===== config.mk =====
export PLATFORM = sky130hd
export DESIGN_NAME = json_scalar_token_classifier_unit
export DESIGN_NICKNAME = d
export VERILOG_FILES = /design/src/hw/rtl/jstc_pkg.sv /design/src/hw/rtl/jstc_scan.sv /design/src/hw/rtl/json_scalar_token_classifier_unit.sv
export SDC_FILE = /design/constraint.sdc
export NUM_CORES = 1
export LEC_CHECK = 0
export BUFFER_PORTS_ARGS = -buffer_cell sky130_fd_sc_hd__buf_2
export CAP_MARGIN = 20
export CORE_MARGIN = 1
export CORE_UTILIZATION = 30
export CTS_CLUSTER_DIAMETER = 100
export DETAILED_ROUTE_END_ITERATION = 6
export GPL_TIMING_DRIVEN = 0
export PLACE_DENSITY = 0.48
export SYNTH_ARGS = -nofsm -noshare
export SYNTH_HDL_FRONTEND = slang
export SYNTH_HIERARCHICAL = 1
export SYNTH_SLANG_ARGS = --single-unit
export TNS_END_PERCENT = 5

===== constraint.sdc =====
create_clock -name aclk -period 4.7 [get_ports aclk]
set_clock_uncertainty 0.1 [all_clocks]
set_input_delay 0.47 -clock aclk [delete_from_list [all_inputs] [get_ports aclk]]
set_output_delay 0.47 -clock aclk [all_outputs]
set_load 0.005 [all_outputs]

===== src/hw/rtl/jstc_pkg.sv =====
// Shared types, codes and keyword tables for the JSON scalar token classifier.
package jstc_pkg;

    typedef struct packed {
        logic [7:0] char_code;
        logic       has_char;
        logic       last_char;
    } item_t;

    localparam logic [2:0] KIND_NONE   = 3'd0;
    localparam logic [2:0] KIND_STRING = 3'd1;
    localparam logic [2:0] KIND_BOOL   = 3'd2;
    localparam logic [2:0] KIND_NULL   = 3'd3;
    localparam logic [2:0] KIND_INT    = 3'd4;
    localparam logic [2:0] KIND_DEC    = 3'd5;

    localparam logic [1:0] NS_INT  = 2'd0;
    localparam logic [1:0] NS_DEC  = 2'd1;
    localparam logic [1:0] NS_NONE = 2'd2;

    localparam int NUM_WORDS     = 5;
    localparam int WORD_NULL_BIT = 4;
    localparam int WORD_MAX_LEN  = 5;

    localparam logic [7:0] CH_MINUS = 8'h2D;
    localparam logic [7:0] CH_DOT   = 8'h2E;
    localparam logic [7:0] CH_ZERO  = 8'h30;
    localparam logic [7:0] CH_NINE  = 8'h39;
    localparam logic [7:0] CH_DQUOTE = 8'h22;
    localparam logic [7:0] CH_SQUOTE = 8'h27;

    // Keywords in order: yes, true, false, no, null; unused positions hold zero.
    localparam logic [NUM_WORDS-1:0][WORD_MAX_LEN-1:0][7:0] WORD_TEXT = '{
        '{8'h00, 8'h6C, 8'h6C, 8'h75, 8'h6E},
        '{8'h00, 8'h00, 8'h00, 8'h6F, 8'h6E},
        '{8'h65, 8'h73, 8'h6C, 8'h61, 8'h66},
        '{8'h00, 8'h65, 8'h75, 8'h72, 8'h74},
        '{8'h00, 8'h00, 8'h73, 8'h65, 8'h79}
    };

    localparam logic [NUM_WORDS-1:0][2:0] WORD_LEN = '{3'd4, 3'd2, 3'd5, 3'd4, 3'd3};

    function automatic logic [7:0] word_char(input int k, input logic [2:0] p);
        logic [7:0] ch;
        ch = 8'h00;
        if (p < 3'(WORD_MAX_LEN)) begin
            ch = WORD_TEXT[k][p];
        end
        return ch;
    endfunction

endpackage


===== src/hw/rtl/jstc_scan.sv =====
// Per-token state of the classifier and the type code of the token it closes.
module jstc_scan #(
    parameter int unsigned MAX_CHECKED_LEN = 65535
) (
    input  logic            aclk,
    input  logic            aresetn,
    input  jstc_pkg::item_t item,
    input  logic            item_fire,
    output logic [2:0]      kind
);
    import jstc_pkg::*;

    logic [15:0]          pos_reg, pos_next;
    logic [7:0]           open_reg, open_next;
    logic [7:0]           close_reg, close_next;
    logic [NUM_WORDS-1:0] alive_reg, alive_next;
    logic [1:0]           ns_reg, ns_next;
    logic                 is_digit;
    logic                 found;

    assign is_digit = (item.char_code >= CH_ZERO) && (item.char_code <= CH_NINE);

    always_comb begin
        pos_next   = pos_reg;
        open_next  = open_reg;
        close_next = close_reg;
        alive_next = alive_reg;
        ns_next    = ns_reg;
        if (item.has_char) begin
            if (pos_reg == 16'd0) begin
                open_next = item.char_code;
            end
            close_next = item.char_code;
            for (int k = 0; k < NUM_WORDS; k++) begin
                if (!((pos_reg < 16'(WORD_LEN[k]))
                      && (word_char(k, pos_reg[2:0]) == item.char_code))) begin
                    alive_next[k] = 1'b0;
                end
            end
            if ((pos_reg < 16'(MAX_CHECKED_LEN)) && ((ns_reg == NS_INT) || (ns_reg == NS_DEC))) begin
                priority if (is_digit) begin
                    ns_next = ns_reg;
                end else if ((item.char_code == CH_MINUS) && (pos_reg == 16'd0)) begin
                    ns_next = ns_reg;
                end else if ((item.char_code == CH_DOT) && (ns_reg == NS_INT)) begin
                    ns_next = NS_DEC;
                end else begin
                    ns_next = NS_NONE;
                end
            end
            if (pos_reg != 16'hFFFF) begin
                pos_next = pos_reg + 16'd1;
            end
        end
    end

    always_comb begin
        kind  = KIND_NONE;
        found = 1'b0;
        if (pos_next == 16'd0) begin
            found = 1'b1;
        end else if (pos_next >= 16'd2) begin
            if (((open_next == CH_DQUOTE) || (open_next == CH_SQUOTE))
                && (open_next == close_next)) begin
                kind  = KIND_STRING;
                found = 1'b1;
            end else begin
                for (int k = 0; k < NUM_WORDS; k++) begin
                    if (!found && alive_next[k] && (pos_next == 16'(WORD_LEN[k]))) begin
                        kind  = (k == WORD_NULL_BIT) ? KIND_NULL : KIND_BOOL;
                        found = 1'b1;
                    end
                end
            end
        end
        if (!found) begin
            if (ns_next == NS_INT) begin
                kind = KIND_INT;
            end else if (ns_next == NS_DEC) begin
                kind = KIND_DEC;
            end else begin
                kind = KIND_NONE;
            end
        end
    end

    always_ff @(posedge aclk) begin
        if (!aresetn || (item_fire && item.last_char)) begin
            pos_reg   <= '0;
            open_reg  <= '0;
            close_reg <= '0;
            alive_reg <= '1;
            ns_reg    <= NS_INT;
        end else if (item_fire) begin
            pos_reg   <= pos_next;
            open_reg  <= open_next;
            close_reg <= close_next;
            alive_reg <= alive_next;
            ns_reg    <= ns_next;
        end
    end

endmodule


===== src/hw/rtl/json_scalar_token_classifier_unit.sv =====
// Top level of the JSON scalar token classifier: request register, token scanner, result register.
// The unit takes one character request per cycle, unless stalled as below, and gives one type code
// on the request that ends a token, from the result register after that request has passed from the
// input register through the token scanner. The input register holds a request back only
// when it ends a token while the result register still waits to be taken, so the sustained rate
// is one request per cycle whenever results are taken as they appear.
module json_scalar_token_classifier_unit #(
    parameter int unsigned MAX_CHECKED_LEN = 65535
) (
    input  logic       aclk,
    input  logic       aresetn,
    input  logic       s_valid,
    output logic       s_ready,
    input  logic [7:0] s_char_code,
    input  logic       s_has_char,
    input  logic       s_last_char,
    output logic       m_valid,
    input  logic       m_ready,
    output logic [2:0] m_token_kind
);
    import jstc_pkg::*;

    item_t      in_reg;
    logic       in_valid_reg, in_valid_next;
    logic       out_valid_reg, out_valid_next;
    logic [2:0] kind_reg;
    logic [2:0] scan_kind;
    logic       advance;
    logic       s_fire;

    assign advance = in_valid_reg && (!in_reg.last_char || !out_valid_reg || m_ready);
    assign s_ready = !in_valid_reg || advance;
    assign s_fire  = s_valid && s_ready;

    assign in_valid_next  = s_fire || (in_valid_reg && !advance);
    assign out_valid_next = (advance && in_reg.last_char) || (out_valid_reg && !m_ready);

    jstc_scan #(
        .MAX_CHECKED_LEN(MAX_CHECKED_LEN)
    ) u_scan (
        .aclk     (aclk),
        .aresetn  (aresetn),
        .item     (in_reg),
        .item_fire(advance),
        .kind     (scan_kind)
    );

    always_ff @(posedge aclk) begin
        if (!aresetn) begin
            in_valid_reg  <= 1'b0;
            out_valid_reg <= 1'b0;
        end else begin
            in_valid_reg  <= in_valid_next;
            out_valid_reg <= out_valid_next;
        end
    end

    always_ff @(posedge aclk) begin
        if (s_fire) begin
            in_reg.char_code <= s_char_code;
            in_reg.has_char  <= s_has_char;
            in_reg.last_char <= s_last_char;
        end
        if (advance && in_reg.last_char) begin
            kind_reg <= scan_kind;
        end
    end

    assign m_valid      = out_valid_reg;
    assign m_token_kind = kind_reg;

endmodule


==> results of run 1 <==
worst min path at each step:
stage                                   start                  end  slack, ns  cells past startpoint
final                          s_char_code[3]            in_reg[5]       0.21                      1
after global routing           s_char_code[0]            in_reg[2]       0.19                      1
after CTS                      s_char_code[0]            in_reg[2]       0.20                      1
after detailed placement  u_scan/alive_reg[2]  u_scan/alive_reg[2]       0.34                      2
after global placement    u_scan/alive_reg[2]  u_scan/alive_reg[2]       0.34                      2
after floorplan           u_scan/alive_reg[2]  u_scan/alive_reg[2]       0.32                      2
area by class of cell:
cell class	count	area (um2)
well taps	172	215
fillers	1353	8070
clock buffers	9	225
flip-flops and latches	67	1470
clock inverters	7	116
repair buffers	18	90.1
multi-input cells	348	2170
plain buffers	28	123
inverters	23	86.3
worst max-delay path, cell delays in order (launching register included):
cell       delay (ns)
dfxtp_1          0.29
buf_2            0.18
nor4_1           0.52
nand4_1          0.53
a2111oi_0        0.80
a41oi_1          0.37
a32oi_1          0.30
o31a_1           0.18
and4bb_1         0.20
synthesized netlist by cell type (5+ instances only):
cell and number:
a211oi_1 6, a21oi_1 25, a31oi_1 6, and2_1 6
and4_1 8, buf_2 5, clkbuf_1 16, dfxtp_1 54
edfxtp_1 13, inv_1 21, mux2i_1 5, nand2_1 57
nand3_1 15, nand4_1 14, nor2_1 48, nor2b_1 6
nor3_1 18, nor4_1 10, o211ai_1 5, o21ai_0 14
o32ai_1 6, xnor2_1 18, xor2_1 7
layer usage:
metal | wire length, um | up-vias | global-route usage
li1 | - | 1786 | -
met1 | 5330 | 1729 | 0.237
met2 | 4980 | 129 | 0.279
met3 | 567 | 14 | 0.0322
met4 | 204 | 0 | 0.0675
met5 | 0 | - | 0
per-stage QoR:
step,util,hold slack [ns]
2_1_floorplan,-,0.316
3_3_place_gp,0.330,0.336
3_5_place_dp,0.330,0.341
4_1_cts,0.358,0.197
5_1_grt,0.358,0.193
6_report,0.358,0.210
placed cells by master, fill, tap and decap left out, types with 6 or more instances in the layout:
master and n:
o21ai_0 14, and2_1 6, edfxtp_1 13, xor2_1 7, inv_1 21, nor2b_1 6
dfxtp_1 54, o32ai_1 6, clkbuf_1 16, xnor2_1 18, clkbuf_16 9, nand4_1 14
a31oi_1 6, nand2_1 57, and4_1 8, a211oi_1 6, a21oi_1 25, nor4_1 10
nor3_1 18, nor2_1 48, nand3_1 15, buf_2 23
cells by family (layout without fill, tap and decap cells):
group	after synthesis	in the layout	synth area share
xor gates and xnor gates	25	25	0.0569
AOI/OAI and AO/OA	105	105	0.194
DFF	67	67	0.382
muxes	8	8	0.0218
buffers and inverters	51	85	0.0543
adders and majority gates	4	4	0.0130
and+or+nand+nor	206	206	0.277
where the power goes:
group	leakage [nW]	internal (mW)	switching [mW]	total, mW
Combinational	0.855	0.0457	0.0834	0.129
Clock	0.165	0.517	0.257	0.774
Sequential	0.565	0.606	0.0150	0.621
Total	1.59	1.17	0.356	1.52
==> run_results.csv, run 1 <==
group,metric,value,unit
sta,worst_pin_slew,0.802,ns
routing,drt_iter0_markers,277,
worst_setup_path,worstPathRequired,4.69,ns
routing,via_per_inst,5.44,
place,dp_hpwl,8110,um
floorplanning,start_util,0.306,
worst_setup_path,rr_endpoint,"m_token_kind[2]",
logic_synthesis,syn_area,3850,um2
global_route,grt_pass1_vias,3384,
final_layout,drive_gt1_frac,0.106,
worst_setup_path,timing.rr.start,"u_scan/pos_reg[5]",
worst_setup_path,startpoint,"u_scan/pos_reg[5]",
worst_setup_path,worstSetupStartpointType,"flip-flop",
sta,setup_slack,0.986,ns
sta,fin_crit_sh,0.790,
logic_synthesis,synth.area.top_cells,"dfxtp_1 28%, edfxtp_1 10%, nand2_1 5.6%",
routing,wl_per_cell,16.5,um
logic_synthesis,synth_cell_types,66,
routing,ant_nets,0,
clock_tree,cts-buffers-inserted,9,
power_and_ir_drop,fin_total_pwr,1.52,mW
power_and_ir_drop,p_per_area,339,nW/um2
place,placed_area,4150,um2
routing,drc,0,
final_layout,fin_cells,672,
clock_tree,cts.sinks,67,
sta,slew_viol_final,0,
clock_tree,tritoncts,"yes",
floorplanning,die-width,115,um
logic_synthesis,synth_ff_type,"dfxtp_1",
outcome,status,"finished clean",
logic_synthesis,synth_top_area_share,0.281,
place,placedCellCount,656,
floorplanning,core_area,12600,um2
routing,vias,3658,
place,place_congestion,0.861,
sta,max_slew_margin,0.451,
sta,rsz0062_at_grt,"no",
final_layout,fin_area,4490,um2
logic_synthesis,synth-edff-count,13,
clock_tree,ctsResizeCount,0,
final_layout,area_growth_syn_to_layout,16.8,%
worst_setup_path,cp.arrival,3.70,ns
place,pre_cts_ws,1.10,ns
clock_tree,clk_latency,0.33,ns
job,cap_violations,0,
logic_synthesis,synth_top_area_cell,"dfxtp_1",
clock_tree,cts.clk_slew.worst_paths,0.06,ns
global_route,grt_max_degree,13,
logic_synthesis,yosysWarnings,6,
logic_synthesis,syn_area_per_cell,8.26,um2
sta,fin_crit,3.71,ns
sta,finalSetupViolCount,0,
logic_synthesis,synth_nets,484,
final_layout,finalNetCount,513,
worst_setup_path,crit_path_max_fanout,10,
global_route,grt_pass1_wl,17800,um
global_route,antenna_found_initial,0,
global_route,gr-total-overflow,0,
worst_setup_path,r2r_cells,8,
logic_synthesis,netlist_instances,466,
power_and_ir_drop,peakVddDrop,0.184,mV
clock_tree,h-tree-depth,3,
clock_tree,cts_buffer_depth,2,
worst_setup_path,critPathKind,"reg2reg",
floorplanning,dieArea,13300,um2
min_path,worstHoldPathType,"in2reg",
sta,finalHoldViolCount,0,
sta,clock.fmax,269,MHz
floorplanning,die_h,115,um
routing,firstDrtPassIters,7,
logic_synthesis,async_flop_share,0,
worst_setup_path,endpoint_kind,"flip-flop",
sta,setup_tns,0,ns
clock_tree,ctsHoldBuffers,0,
clock_tree,root_buffer,"clkbuf_16",
power_and_ir_drop,cellLeakagePower,1.59,nW
routing,drt_wl_total,11100,um
final_layout,diodes,0,
logic_synthesis,synth_seq_area_share,0.382,
global_route,grtUsageTotal,0.176,
floorplanning,ios,19,
floorplanning,rows,41,
worst_setup_path,r2r_slack,0.99,ns
worst_setup_path,cp-endpoint,"m_token_kind[2]",
logic_synthesis,ys_ff_latch,67,
clock_tree,cts_setup_buffers,0,
place,io_buffers,18,
(Power assumes the default switching activity.)
==> inputs of run 2 (changes only) <==
==> constraint.sdc (replaced) <==
create_clock -name aclk -period 3.7 [get_ports aclk]
set_clock_uncertainty 0.1 [all_clocks]
set_input_delay 0.37 -clock aclk [delete_from_list [all_inputs] [get_ports aclk]]
set_output_delay 0.37 -clock aclk [all_outputs]
set_load 0.005 [all_outputs]
==> run_results.csv, run 2 (synthesized netlist as in run 1, its figures left out) <==
group,metric,value,unit
outcome,status,"finished clean",
floorplanning,rows,41,
power_and_ir_drop,power_frac_clock,0.508,
worst_setup_path,worstPathRequired,3.69,ns
final_layout,area_growth_syn_to_layout,17.0,%
sta,fin_crit,3.47,ns
global_route,grt_pass1_vias,3384,
sta,clock.fmax,288,MHz
global_route,grt_pass1_wl,17800,um
routing,wl_per_cell,16.5,um
worst_setup_path,crit_chain,"buf_2 -> nor4_1 -> nand4_1 -> or4_1 -> a211o_1 -> mux2i_1 -> o311ai_1 -> and4bb_1",
sta,max_slew_margin,0.520,
sta,fin_crit_sh,0.938,
clock_tree,tritoncts,"yes",
floorplanning,die-width,115,um
sta,finalSetupViolCount,0,
worst_setup_path,path_buf_inv,1,
routing,ant_nets,0,
worst_setup_path,critPathKind,"reg2reg",
power_and_ir_drop,p_per_area,430,nW/um2
floorplanning,ios,19,
routing,vias,3645,
clock_tree,cts.clk_slew.worst_paths,0.06,ns
clock_tree,cts.sinks,67,
power_and_ir_drop,p_int,1.48,mW
clock_tree,root_buffer,"clkbuf_16",
clock_tree,cts_buffer_depth,2,
global_route,grtUsageTotal,0.176,
global_route,antenna_found_initial,0,
place,placed_area,4150,um2
final_layout,final_core_util,0.358,
job,cap_violations,0,
worst_setup_path,cp_top_family,"simple AND/OR/NAND/NOR gates",
power_and_ir_drop,cellLeakagePower,1.59,nW
sta,timing.hold.ws,0.109,ns
floorplanning,die_h,115,um
place,io_buffers,18,
final_layout,finalNetCount,513,
sta,slew_viol_final,0,
final_layout,diodes,0,
worst_setup_path,critical_path.max_stage_delay,0.70,ns
routing,via_per_inst,5.42,
power_and_ir_drop,combPwrFrac,0.085,
power_and_ir_drop,switching_share,0.233,
clock_tree,clk_latency,0.33,ns
power_and_ir_drop,p_switching,0.452,mW
sta,worst_pin_slew,0.712,ns
global_route,grt_max_degree,13,
final_layout,final_common_cell,"nand2_1",
worst_setup_path,cp.arrival,3.46,ns
worst_setup_path,crit_path_max_fanout,10,
routing,firstDrtPassIters,6,
floorplanning,dieArea,13300,um2
floorplanning,start_util,0.306,
place,place_congestion,0.861,
final_layout,drive_gt1_frac,0.108,
worst_setup_path,worstSetupStartpointType,"flip-flop",
final_layout,layout_common_cells,"57 x nand2_1, 54 x dfxtp_1, 48 x nor2_1",
floorplanning,core_area,12600,um2
routing,drt_wl_total,11100,um
routing,drt_iter0_markers,293,
power_and_ir_drop,peakVddDrop,0.234,mV
min_path,worstHoldPathType,"in2reg",
clock_tree,h-tree-depth,3,
worst_setup_path,crit_path_top_delay_cell,"or4_1",
clock_tree,cts-buffers-inserted,9,
power_and_ir_drop,pwr-share-seq,0.407,
sta,finalHoldViolCount,0,
final_layout,fin_area,4500,um2
sta,rsz0062_at_grt,"no",
worst_setup_path,endpoint_kind,"flip-flop",
place,dp_hpwl,8110,um
routing,drc,0,
global_route,gr-total-overflow,0,
run 2: cell counts in the layout (fill, tap and decap cells not counted):
Identical to the previous run, type by type.
run 2: stage by stage:
stage / std cells / power, mW / setup WS (ns) / setup TNS, ns
5_1_grt: 672 / 2.01 / 0.0989 / 0
6_report: 672 / 1.94 / 0.230 / 0
2_1_floorplan: 466 / 0.911 / 0.830 / 0
4_1_cts: 672 / 1.96 / 0.0404 / 0
3_3_place_gp: 656 / 0.963 / -0.0253 / -0.0253
3_5_place_dp: 656 / 0.966 / 0.0979 / 0
run 2: worst register-to-register path, stage by stage, from the launching register on:
cell	delay, ns
dfxtp_1	0.29
buf_2	0.18
nor4_1	0.52
nand4_1	0.56
or4_1	0.70
a211o_1	0.28
mux2i_1	0.20
o311ai_1	0.16
and4bb_1	0.25
run 2: what timing repair did:
action,in CTS,in global routing
resized for setup,0,2
hold buffers,0,0
buffers inserted,0,0
setup endpoints to repair,0,3
run 2: path summary, 6_finish.rpt:
| path | slack, ns | cells past startpoint | from | to |
|---|---|---|---|---|
| worst max register to register | 0.23 | 8 | u_scan/pos_reg[5] | m_token_kind[2] |
| worst min-delay path | 0.11 | 1 | s_char_code[3] | in_reg[5] |
| worst max-delay path | 0.23 | 8 | u_scan/pos_reg[5] | m_token_kind[2] |
| worst min register to register | 0.35 | 2 | u_scan/alive_reg[2] | u_scan/alive_reg[2] |
run 2: cell type report:
type	count	area (um2)
Tap cell	172	215
Inverter	23	86.3
Sequential cell	67	1470
Buffer	28	123
Timing Repair Buffer	18	90.1
Clock inverter	7	116
Clock buffer	9	225
Fill cell	1352	8070
Multi-Input combinational cell	348	2170
run 2: power groups by stage:
stage                     Combinational, mW  Sequential, mW  Clock, mW
after floorplan                       0.113           0.798          0
after global placement                0.160           0.803          0
after detailed placement              0.162           0.804          0
after CTS                             0.163           0.788       1.01
after global routing                  0.182           0.791       1.04
final                                 0.164           0.789      0.983
run 2: layer usage:
metal	vias to the layer above	wire length, um	global-route usage
met1	1731	5370	0.237
met3	14	531	0.0322
met2	114	4950	0.279
li1	1786	-	-
met4	0	208	0.0675
met5	-	0	0
==> inputs of run 3 (changes only) <==
--- a/config.mk
+++ b/config.mk
@@ -5,6 +5,7 @@
 export SDC_FILE = /design/constraint.sdc
 export NUM_CORES = 1
 export LEC_CHECK = 0
+export ABC_CLOCK_PERIOD_IN_PS = 3000
 export BUFFER_PORTS_ARGS = -buffer_cell sky130_fd_sc_hd__buf_2
 export CAP_MARGIN = 20
 export CORE_MARGIN = 1
@@ -12,7 +13,7 @@
 export CTS_CLUSTER_DIAMETER = 100
 export DETAILED_ROUTE_END_ITERATION = 6
 export GPL_TIMING_DRIVEN = 0
-export PLACE_DENSITY = 0.48
+export PLACE_DENSITY = 0.49
 export SYNTH_ARGS = -nofsm -noshare
 export SYNTH_HDL_FRONTEND = slang
 export SYNTH_HIERARCHICAL = 1
==> constraint.sdc (replaced) <==
create_clock -name aclk -period 3 [get_ports aclk]
set_clock_uncertainty 0.1 [all_clocks]
set_input_delay 0.3 -clock aclk [delete_from_list [all_inputs] [get_ports aclk]]
set_output_delay 0.3 -clock aclk [all_outputs]
set_load 0.005 [all_outputs]
==> run_results.csv, run 3 (synthesized netlist as in run 1, its figures left out) <==
group,metric,value,unit
final_layout,multi_input_area,2320,um2
worst_setup_path,endpoint_kind,"flip-flop",
final_layout,fin_area,4650,um2
final_layout,nFillCells,1321,
global_route,grt_max_degree,12,
place,pre_cts_ws,-0.625,ns
clock_tree,h-tree-depth,3,
worst_setup_path,crit_path_top_delay_cell,"or4_4",
power_and_ir_drop,p_per_area,468,nW/um2
outcome,status,"finished clean",
worst_setup_path,crit_path_frequent_cell,"buf_6",
worst_setup_path,worstPathRequired,2.95,ns
floorplanning,start_util,0.306,
final_layout,finalNetCount,517,
power_and_ir_drop,cellLeakagePower,1.65,nW
worst_setup_path,path_buf_inv,2,
routing,vias,3648,
routing,drc,0,
clock_tree,clk_latency,0.33,ns
place,place_congestion,0.859,
global_route,grt_pass1_wl,18000,um
sta,finalSetupViolCount,0,
routing,ant_nets,0,
global_route,grtUsageTotal,0.179,
job,cap_violations,0,
worst_setup_path,cp.arrival,2.93,ns
power_and_ir_drop,peakVddDrop,0.209,mV
global_route,gr-total-overflow,0,
clock_tree,cts_buffer_depth,2,
sta,fin_crit,2.98,ns
place,placed_area,4150,um2
floorplanning,die_h,115,um
clock_tree,ctsHoldBuffers,0,
final_layout,final_core_util,0.370,
routing,drt_wl_total,11300,um
sta,rsz0062_at_grt,"yes",
sta,setup_tns,0,ns
clock_tree,tritoncts,"yes",
floorplanning,die-width,115,um
clock_tree,cts-buffers-inserted,9,
clock_tree,root_buffer,"clkbuf_16",
routing,firstDrtPassIters,5,
routing,wl_per_cell,16.7,um
sta,slew_viol_final,0,
min_path,worstHoldPathType,"in2reg",
final_layout,final_common_cell,"nand2_1",
final_layout,drive_gt1_frac,0.149,
place,dp_hpwl,8040,um
worst_setup_path,critPathKind,"reg2reg",
global_route,grt_pass1_vias,3380,
sta,finalHoldViolCount,0,
floorplanning,dieArea,13300,um2
final_layout,regArea,1480,um2
worst_setup_path,cp_top_family,"compound AO/OA/AOI/OAI gates",
floorplanning,core_area,12600,um2
routing,via_per_inst,5.40,
floorplanning,rows,41,
floorplanning,ios,19,
place,io_buffers,18,
sta,worst_pin_slew,0.732,ns
final_layout,diodes,0,
worst_setup_path,crit_chain,"ha_1 -> buf_6 -> and3_1 -> buf_6 -> o2111ai_4 -> a2111oi_4 -> o2111ai_2 -> or4_4 -> o311ai_4 -> o211ai_1",
sta,max_slew_margin,0.508,
sta,fin_crit_sh,0.993,
clock_tree,cts.clk_slew.worst_paths,0.05,ns
sta,clock.fmax,336,MHz
worst_setup_path,crit_path_max_fanout,8,
routing,drt_iter0_markers,273,
worst_setup_path,worstSetupStartpointType,"flip-flop",
sta,setup_slack,0.0198,ns
worst_setup_path,critical_path.max_stage_delay,0.58,ns
clock_tree,cts.sinks,67,
final_layout,area_growth_syn_to_layout,20.8,%
global_route,antenna_found_initial,0,
final_layout,layout_common_cells,"55 x nand2_1, 52 x dfxtp_1, 46 x nor2_1",
run 3: cell types whose count changed in the layout (fill, tap and decap cells not counted), moves of 2 or more:
cell and delta:
buf_4 +2, buf_6 +2, bufinv_16 -3, clkbuf_8 +3, dfxtp_1 -2, dfxtp_4 +2
nand2_1 -2, nand2_2 +2, nor2_1 -2, nor4_1 -3, nor4_4 +2
run 3: power by group:
part           internal (mW)  leakage [nW]  switching [mW]
combinational         0.0744         0.937           0.134
clock                  0.624         0.143           0.372
sequential             0.948         0.567          0.0242
run 3: worst reg2reg max path: stages (launching register included):
cell	delay, ns
dfxtp_4	0.36
ha_1	0.16
buf_6	0.13
and3_1	0.17
buf_6	0.13
o2111ai_4	0.15
a2111oi_4	0.38
o2111ai_2	0.17
or4_4	0.58
o311ai_4	0.24
o211ai_1	0.14
run 3: layout make-up:
type,count,share of cell area
Clock inverter,2,0.00215
Clock buffer,14,0.0590
Tap cell,172,0.0463
Timing Repair Buffer,23,0.0301
Buffer,27,0.0272
Inverter,23,0.0186
Sequential cell,67,0.318
Multi-Input combinational cell,348,0.499
run 3: final timing paths:
kind,start,endpoint,slack [ns],cells after the start
worst max-delay path,u_scan/pos_reg[0],m_token_kind[0],0.02,10
worst min-delay path,s_char_code[7],in_reg[9],0.04,1
worst max register to register,u_scan/pos_reg[0],m_token_kind[0],0.02,10
worst min register to register,u_scan/alive_reg[2],u_scan/alive_reg[2],0.34,2
run 3: repair_timing:
action / in CTS / in global routing
pin swaps: 5 / 9
setup buffers: 3 / 2
resized for setup: 14 / 17
setup endpoints to repair: 5 / 16
endpoints found under the hold margin: 0 / 0
run 3: per-layer routing:
metal / global-route usage / vias up / wire length (um)
met3: 0.0422 / 21 / 477
li1: - / 1786 / -
met4: 0.0736 / 0 / 334
met1: 0.238 / 1756 / 5450
met2: 0.278 / 85 / 5030
met5: 0 / - / 0
run 3: per-stage QoR:
stage               instances  power [mW]  hold WS [ns]
floorplan                 466        1.12         0.299
detailed placement        656        1.19         0.334
finish                    676        2.18        0.0409
CTS                       674        2.21        0.0303
global route              676        2.27        0.0281
global placement          656        1.19         0.341
